[config.mk]
export PLATFORM = sky130hd
export DESIGN_NAME = mbrtu_ctrl
export DESIGN_NICKNAME = d
export VERILOG_FILES = /design/src/sv/modbus_rtu_master_read_regs_core_assert.svh /design/src/sv/mbrtu_pkg.sv /design/src/sv/mbrtu_ctrl.sv
export SDC_FILE = /design/constraint.sdc
export NUM_CORES = 1
export LEC_CHECK = 0
export BUFFER_PORTS_ARGS = -buffer_cell sky130_fd_sc_hd__buf_2
export CORE_MARGIN = 2
export CORE_UTILIZATION = 50
export CTS_CLUSTER_DIAMETER = 200
export DETAILED_ROUTE_END_ITERATION = 10
export MAX_ROUTING_LAYER = met4
export PLACE_DENSITY = 0.85
export SETUP_SLACK_MARGIN = 0.3
export SYNTH_ARGS = -nofsm -noshare
export SYNTH_HDL_FRONTEND = slang
export SYNTH_SLANG_ARGS = --single-unit
[constraint.sdc]
create_clock -name clock -period 3.4 [get_ports clock]
set_input_delay 0.34 -clock clock [delete_from_list [all_inputs] [get_ports clock]]
set_output_delay 0.34 -clock clock [all_outputs]
set_load 0.05 [all_outputs]
[src/sv/modbus_rtu_master_read_regs_core_assert.svh]
// Assertion macros for the read-holding-registers master core.
`ifndef MODBUS_RTU_MASTER_READ_REGS_CORE_ASSERT_SVH
`define MODBUS_RTU_MASTER_READ_REGS_CORE_ASSERT_SVH

// Same-cycle implication, sampled on the rising clock.
`define MBRTU_ASSERT_NOW(label, clk, rst, ante, cons) \
   label: assert property (@(posedge clk) disable iff (rst) (ante) |-> (cons)) \
      else $error("assertion failed");

// Next-cycle implication, sampled on the rising clock.
`define MBRTU_ASSERT_NEXT(label, clk, rst, ante, cons) \
   label: assert property (@(posedge clk) disable iff (rst) (ante) |=> (cons)) \
      else $error("assertion failed");

`endif

[src/sv/mbrtu_pkg.sv]
package mbrtu_pkg;

   typedef enum logic [1:0] {
      CMD_REQUEST    = 2'd0,
      CMD_RX_BYTE    = 2'd1,
      CMD_TICK       = 2'd2,
      CMD_TABLE_READ = 2'd3
   } command_type;

   typedef enum logic [1:0] {
      KIND_TX     = 2'd0,
      KIND_STATUS = 2'd1,
      KIND_READ   = 2'd2
   } kind_type;

   typedef enum logic [1:0] {
      STAT_OK        = 2'd0,
      STAT_CRC_ERROR = 2'd1,
      STAT_TIMEOUT   = 2'd2
   } status_type;

   localparam logic [7:0]  FC_READ_HOLD  = 8'h03;
   localparam logic [15:0] CRC_INIT      = 16'hFFFF;
   localparam logic [15:0] CRC_POLY      = 16'hA001;
   localparam logic [15:0] TIMEOUT_RESET = 16'd1000;
   localparam int          REQ_LEN       = 8;
   localparam int          REQ_BODY      = 6;
   // frame read index: reaches 3 + 2 * 127
   localparam int          FIDX_W        = 9;

   typedef struct packed {
      logic       clr_wr;
      logic       latch;
      logic       req_init;
      logic       tx_step;
      logic       rx_take;
      logic       rx_end;
      logic       tick;
      logic       trd_issue;
      logic       f_rd;
      logic       f_cap;
      logic       copy_init;
      logic       out_load;
      kind_type   out_kind;
      status_type out_status;
   } mbrtu_cmd_type;

   typedef struct packed {
      logic        clr_done;
      command_type hold_cmd;
      logic        hold_fend;
      logic        rx_crc_ok;
      logic        tick_timeout;
      logic        tx_last;
      logic        hdr_done;
      logic        frame_good;
      logic        words_zero;
      logic        word_last;
      logic        out_free;
   } mbrtu_stat_type;

   function automatic logic [15:0] crc_fold(logic [15:0] crc, logic [7:0] b);
      logic [15:0] c;
      int          k;
      c = crc ^ {8'h00, b};
      for (k = 0; k < 8; k++) begin
         c = c[0] ? ((c >> 1) ^ CRC_POLY) : (c >> 1);
      end
      return c;
   endfunction

endpackage

[src/sv/mbrtu_ctrl.sv]
module mbrtu_ctrl
   import mbrtu_pkg::*;
(
   input  logic           clock,
   input  logic           reset,
   input  logic           req_valid,
   output logic           req_stall,
   input  mbrtu_stat_type st,
   output mbrtu_cmd_type  cmd
);

   typedef enum logic [3:0] {
      S_CLEAR, S_IDLE, S_DISP, S_TX, S_STAT, S_TRD,
      S_H_RD, S_H_CAP, S_CHECK, S_W_RD, S_W_CAP, S_OK
   } state_type;

   state_type  state_ff, state_in;
   logic       phase_ff, phase_in;
   status_type stat_ff, stat_in;

   always_ff @(posedge clock) begin
      if (reset) begin
         state_ff <= S_CLEAR;
         phase_ff <= 1'b0;
         stat_ff  <= STAT_OK;
      end else begin
         state_ff <= state_in;
         phase_ff <= phase_in;
         stat_ff  <= stat_in;
      end
   end

   always_comb begin
      cmd       = '0;
      state_in  = state_ff;
      phase_in  = phase_ff;
      stat_in   = stat_ff;
      req_stall = (state_ff != S_IDLE);
      case (state_ff)
         S_CLEAR: begin
            cmd.clr_wr = 1'b1;
            if (st.clr_done) state_in = S_IDLE;
         end
         S_IDLE: begin
            if (req_valid) begin
               cmd.latch = 1'b1;
               state_in  = S_DISP;
            end
         end
         S_DISP: begin
            state_in = S_IDLE;
            case (st.hold_cmd)
               CMD_REQUEST: begin
                  if (!phase_ff) begin
                     cmd.req_init = 1'b1;
                     phase_in     = 1'b1;
                     state_in     = S_TX;
                  end
               end
               CMD_RX_BYTE: begin
                  if (phase_ff) begin
                     cmd.rx_take = 1'b1;
                     if (st.hold_fend) begin
                        cmd.rx_end = 1'b1;
                        if (st.rx_crc_ok) begin
                           state_in = S_H_RD;
                        end else begin
                           stat_in  = STAT_CRC_ERROR;
                           state_in = S_STAT;
                        end
                     end
                  end
               end
               CMD_TICK: begin
                  if (phase_ff) begin
                     cmd.tick = 1'b1;
                     if (st.tick_timeout) begin
                        phase_in = 1'b0;
                        stat_in  = STAT_TIMEOUT;
                        state_in = S_STAT;
                     end
                  end
               end
               CMD_TABLE_READ: begin
                  cmd.trd_issue = 1'b1;
                  state_in      = S_TRD;
               end
               default: state_in = S_IDLE;
            endcase
         end
         S_TX: begin
            if (st.out_free) begin
               cmd.out_load = 1'b1;
               cmd.out_kind = KIND_TX;
               cmd.tx_step  = 1'b1;
               if (st.tx_last) state_in = S_IDLE;
            end
         end
         S_STAT: begin
            if (st.out_free) begin
               cmd.out_load   = 1'b1;
               cmd.out_kind   = KIND_STATUS;
               cmd.out_status = stat_ff;
               state_in       = S_IDLE;
            end
         end
         S_TRD: begin
            if (st.out_free) begin
               cmd.out_load = 1'b1;
               cmd.out_kind = KIND_READ;
               state_in     = S_IDLE;
            end
         end
         S_H_RD: begin
            cmd.f_rd = 1'b1;
            state_in = S_H_CAP;
         end
         S_H_CAP: begin
            cmd.f_cap = 1'b1;
            state_in  = st.hdr_done ? S_CHECK : S_H_RD;
         end
         S_CHECK: begin
            if (st.frame_good) begin
               cmd.copy_init = 1'b1;
               state_in      = st.words_zero ? S_OK : S_W_RD;
            end else begin
               state_in = S_IDLE;
            end
         end
         S_W_RD: begin
            cmd.f_rd = 1'b1;
            state_in = S_W_CAP;
         end
         S_W_CAP: begin
            cmd.f_cap = 1'b1;
            state_in  = st.word_last ? S_OK : S_W_RD;
         end
         S_OK: begin
            phase_in = 1'b0;
            if (st.out_free) begin
               cmd.out_load   = 1'b1;
               cmd.out_kind   = KIND_STATUS;
               cmd.out_status = STAT_OK;
               state_in       = S_IDLE;
            end
         end
         default: state_in = S_IDLE;
      endcase
   end

endmodule

==> flow_summary.toml <==
[cts]
htree_levels = 1
cts-root-buf = "clkbuf_4"
clk_path_buf_depth = 2
cts-buffers-inserted = 3
cts_tree = "done"
hold_buffers = 0
post_cts_buffers = 0
clock_latency_ps = 270
cts_resized = 0
numClockSinks = 7
clkTransAtPathRegs_ps = 60

[finish]
layout.nets = 144
seq_area_um2 = 140
final_common_cell = "buf_2"
stdcell_area_um2 = 898
utilization_pct = 66.5
antenna_cells = 0
fill_cells = 123
drive_above_1_share_pct = 28.9
multi_input_area_um2 = 547
most-common-layout-cells = "31 x buf_2, 11 x nor2_1, 7 x o21ai_0, 7 x dfxtp_1"
synthToLayoutAreaGrowth_pct = 21.3

[drt]
firstDrtPassIters = 4
wl_um = 1930
wire_per_inst_um = 13.5
drc_errors = 0
vias = 880
postRouteAntennaNets = 0
drtIter0Drc = 11
via_per_inst = 6.15

[sta]
skew_ps = 9.00
rsz0062_at_grt = "no"
tightest_slew_ps = 633
finalSetupViolations = 0
hold_viol = 0
min_period_over_period_pct = 71.4
finalSetupTns_ps = 0
final_max_slew_viol_count = 0
layout_min_cycle_time_ps = 2430
max_slew_margin_pct = 57.8
max_freq_mhz = 412

[power]
power_density_mw_per_mm2 = 263
p_leak_nw = 0.427
ir_drop_mv = 0.171

[placed_design]
dpl_cell_area_um2 = 872
dp_hpwl_um = 1440
place.gp.congestion = 0.822
io_buffer_count = 31

[logic_synthesis]
ys_ff_latch = 7
post_synth.cell_area_avg_um2 = 7.26
syn_inst = 102
syn_area_um2 = 741
syn_nets = 117
ys_seq_area_share_pct = 18.9
yosysWarnings = 0
yosysUniqueCellTypes = 40

[grt]
grt_overflow = 0
grt_pass1_vias = 766
grt_max_degree = 23
antenna_found_initial = 0
grt_use_total_pct = 22.6
grt_pass1_wl_um = 3110

[worst_setup_path]
start_kind = "flop"
crit_fanout = 22
crit_arrival_ps = 2090
crit_type = "flop to output port"
cp_data_required_time_ps = 3060
cp-end-kind = "output port"

[die]
die_w_um = 42.5
core_mm2 = 0.00135
initial_core_util_pct = 54.9
die_h_um = 42.5
die_area_mm2 = 0.00181
rows = 13
io_pins = 32

[run_status]
outcome = "finished clean"

[run]
maxCapViolCount = 0

[worst_hold_path]
holdCritPathClass = "input port to flop"
-- worst paths after layout --
path                from     endpoint  slack, ps  depth (start not counted)
max          state_ff[1]      cmd[10]        970                          4
min                reset  state_ff[2]        330                          2
max reg2reg  state_ff[1]   stat_ff[0]       1390                          4
min reg2reg   stat_ff[1]   stat_ff[1]        490                          2
-- synth_stat cells (all sizes together) --
| master | count | area share, % |
|---|---|---|
| nor4b | 3 | 5.6 |
| o21a | 2 | 2.0 |
| nand4 | 2 | 1.7 |
| a21boi | 1 | 1.0 |
| o2111a | 1 | 1.5 |
| buf | 2 | 2.2 |
| nor3b | 2 | 2.0 |
| clkbuf | 7 | 3.5 |
| a211oi | 1 | 1.0 |
| nor2b | 3 | 2.5 |
| and4 | 3 | 3.5 |
| o21ai | 7 | 4.7 |
| o21bai | 1 | 1.0 |
| nor4bb | 1 | 1.4 |
| and3 | 5 | 4.2 |
| nand2 | 5 | 2.5 |
| nor2 | 11 | 5.6 |
| and3b | 3 | 3.5 |
| a31o | 1 | 1.2 |
| a22o | 2 | 2.4 |
| dfxtp | 7 | 19 |
| a311oi | 1 | 1.2 |
| nand2b | 2 | 1.7 |
| a22oi | 1 | 1.0 |
| a2bb2oi | 1 | 1.2 |
| nor4 | 1 | 0.85 |
| nor3 | 4 | 2.7 |
| a31oi | 2 | 1.7 |
| a21oi | 5 | 3.4 |
| o31a | 1 | 1.2 |
| o211ai | 1 | 1.7 |
| o211a | 1 | 1.4 |
| nand3b | 3 | 3.0 |
| inv | 3 | 1.5 |
| or3 | 2 | 1.7 |
| and2 | 2 | 1.7 |
| mux2i | 1 | 1.4 |
| nand3 | 1 | 0.68 |
-- per-stage QoR --
step / cells / total power [mW] / hold slack [ps] / setup WS, ps
after floorplan: 102 / 0.139 / 409 / 627
after global placement: 139 / 0.154 / 463 / 1340
after detailed placement: 139 / 0.156 / 482 / 1280
after CTS: 143 / 0.235 / 338 / 992
after global routing: 143 / 0.246 / 336 / 837
final: 143 / 0.236 / 331 / 971
-- flip-flops by register name, summed over array words and instances (netlist names) --
| name | count |
|---|---|
| phase_ff | 1 |
| state_ff | 4 |
| stat_ff | 2 |
-- where the power goes --
group | total (mW) | switching [mW] | internal (mW) | leakage (nW)
sequential | 0.0926 | 0.00870 | 0.0839 | 0.0566
combinational | 0.0620 | 0.0386 | 0.0234 | 0.355
clock | 0.0812 | 0.0361 | 0.0451 | 0.0150
-- kinds of logic (layout without fill, tap and decap cells) --
logic type	Yosys count	after routing	share of synthesized area, %
AOI/OAI and AO/OA	29	29	27.5
buffers and inverters	12	38	7.26
DFF	7	7	18.9
muxes	1	1	1.35
and+or+nand+nor	53	53	44.9
-- per-layer routing --
metal | part of all wire, % | global-route usage, %
met2 | 49 | 39.4
met1 | 43 | 24.5
met4 | 2.1 | 11.9
met3 | 5.7 | 3.02
met5 | 0 | -
-- worst max-delay path, stage by stage, from the launching register on --
cell,delay [ps]
dfxtp_1,720
nor4b_4,460
and4_1,260
and2_1,120
buf_2,250
-- layout make-up --
cell class,instances,area share [%]
tap,15,2.09
inverter,3,1.25
multi-input combinational,83,60.9
timing repair buffer,31,17.3
sequential,7,15.6
clock buffer,4,2.92
Power figures use the tool's default switching activity.
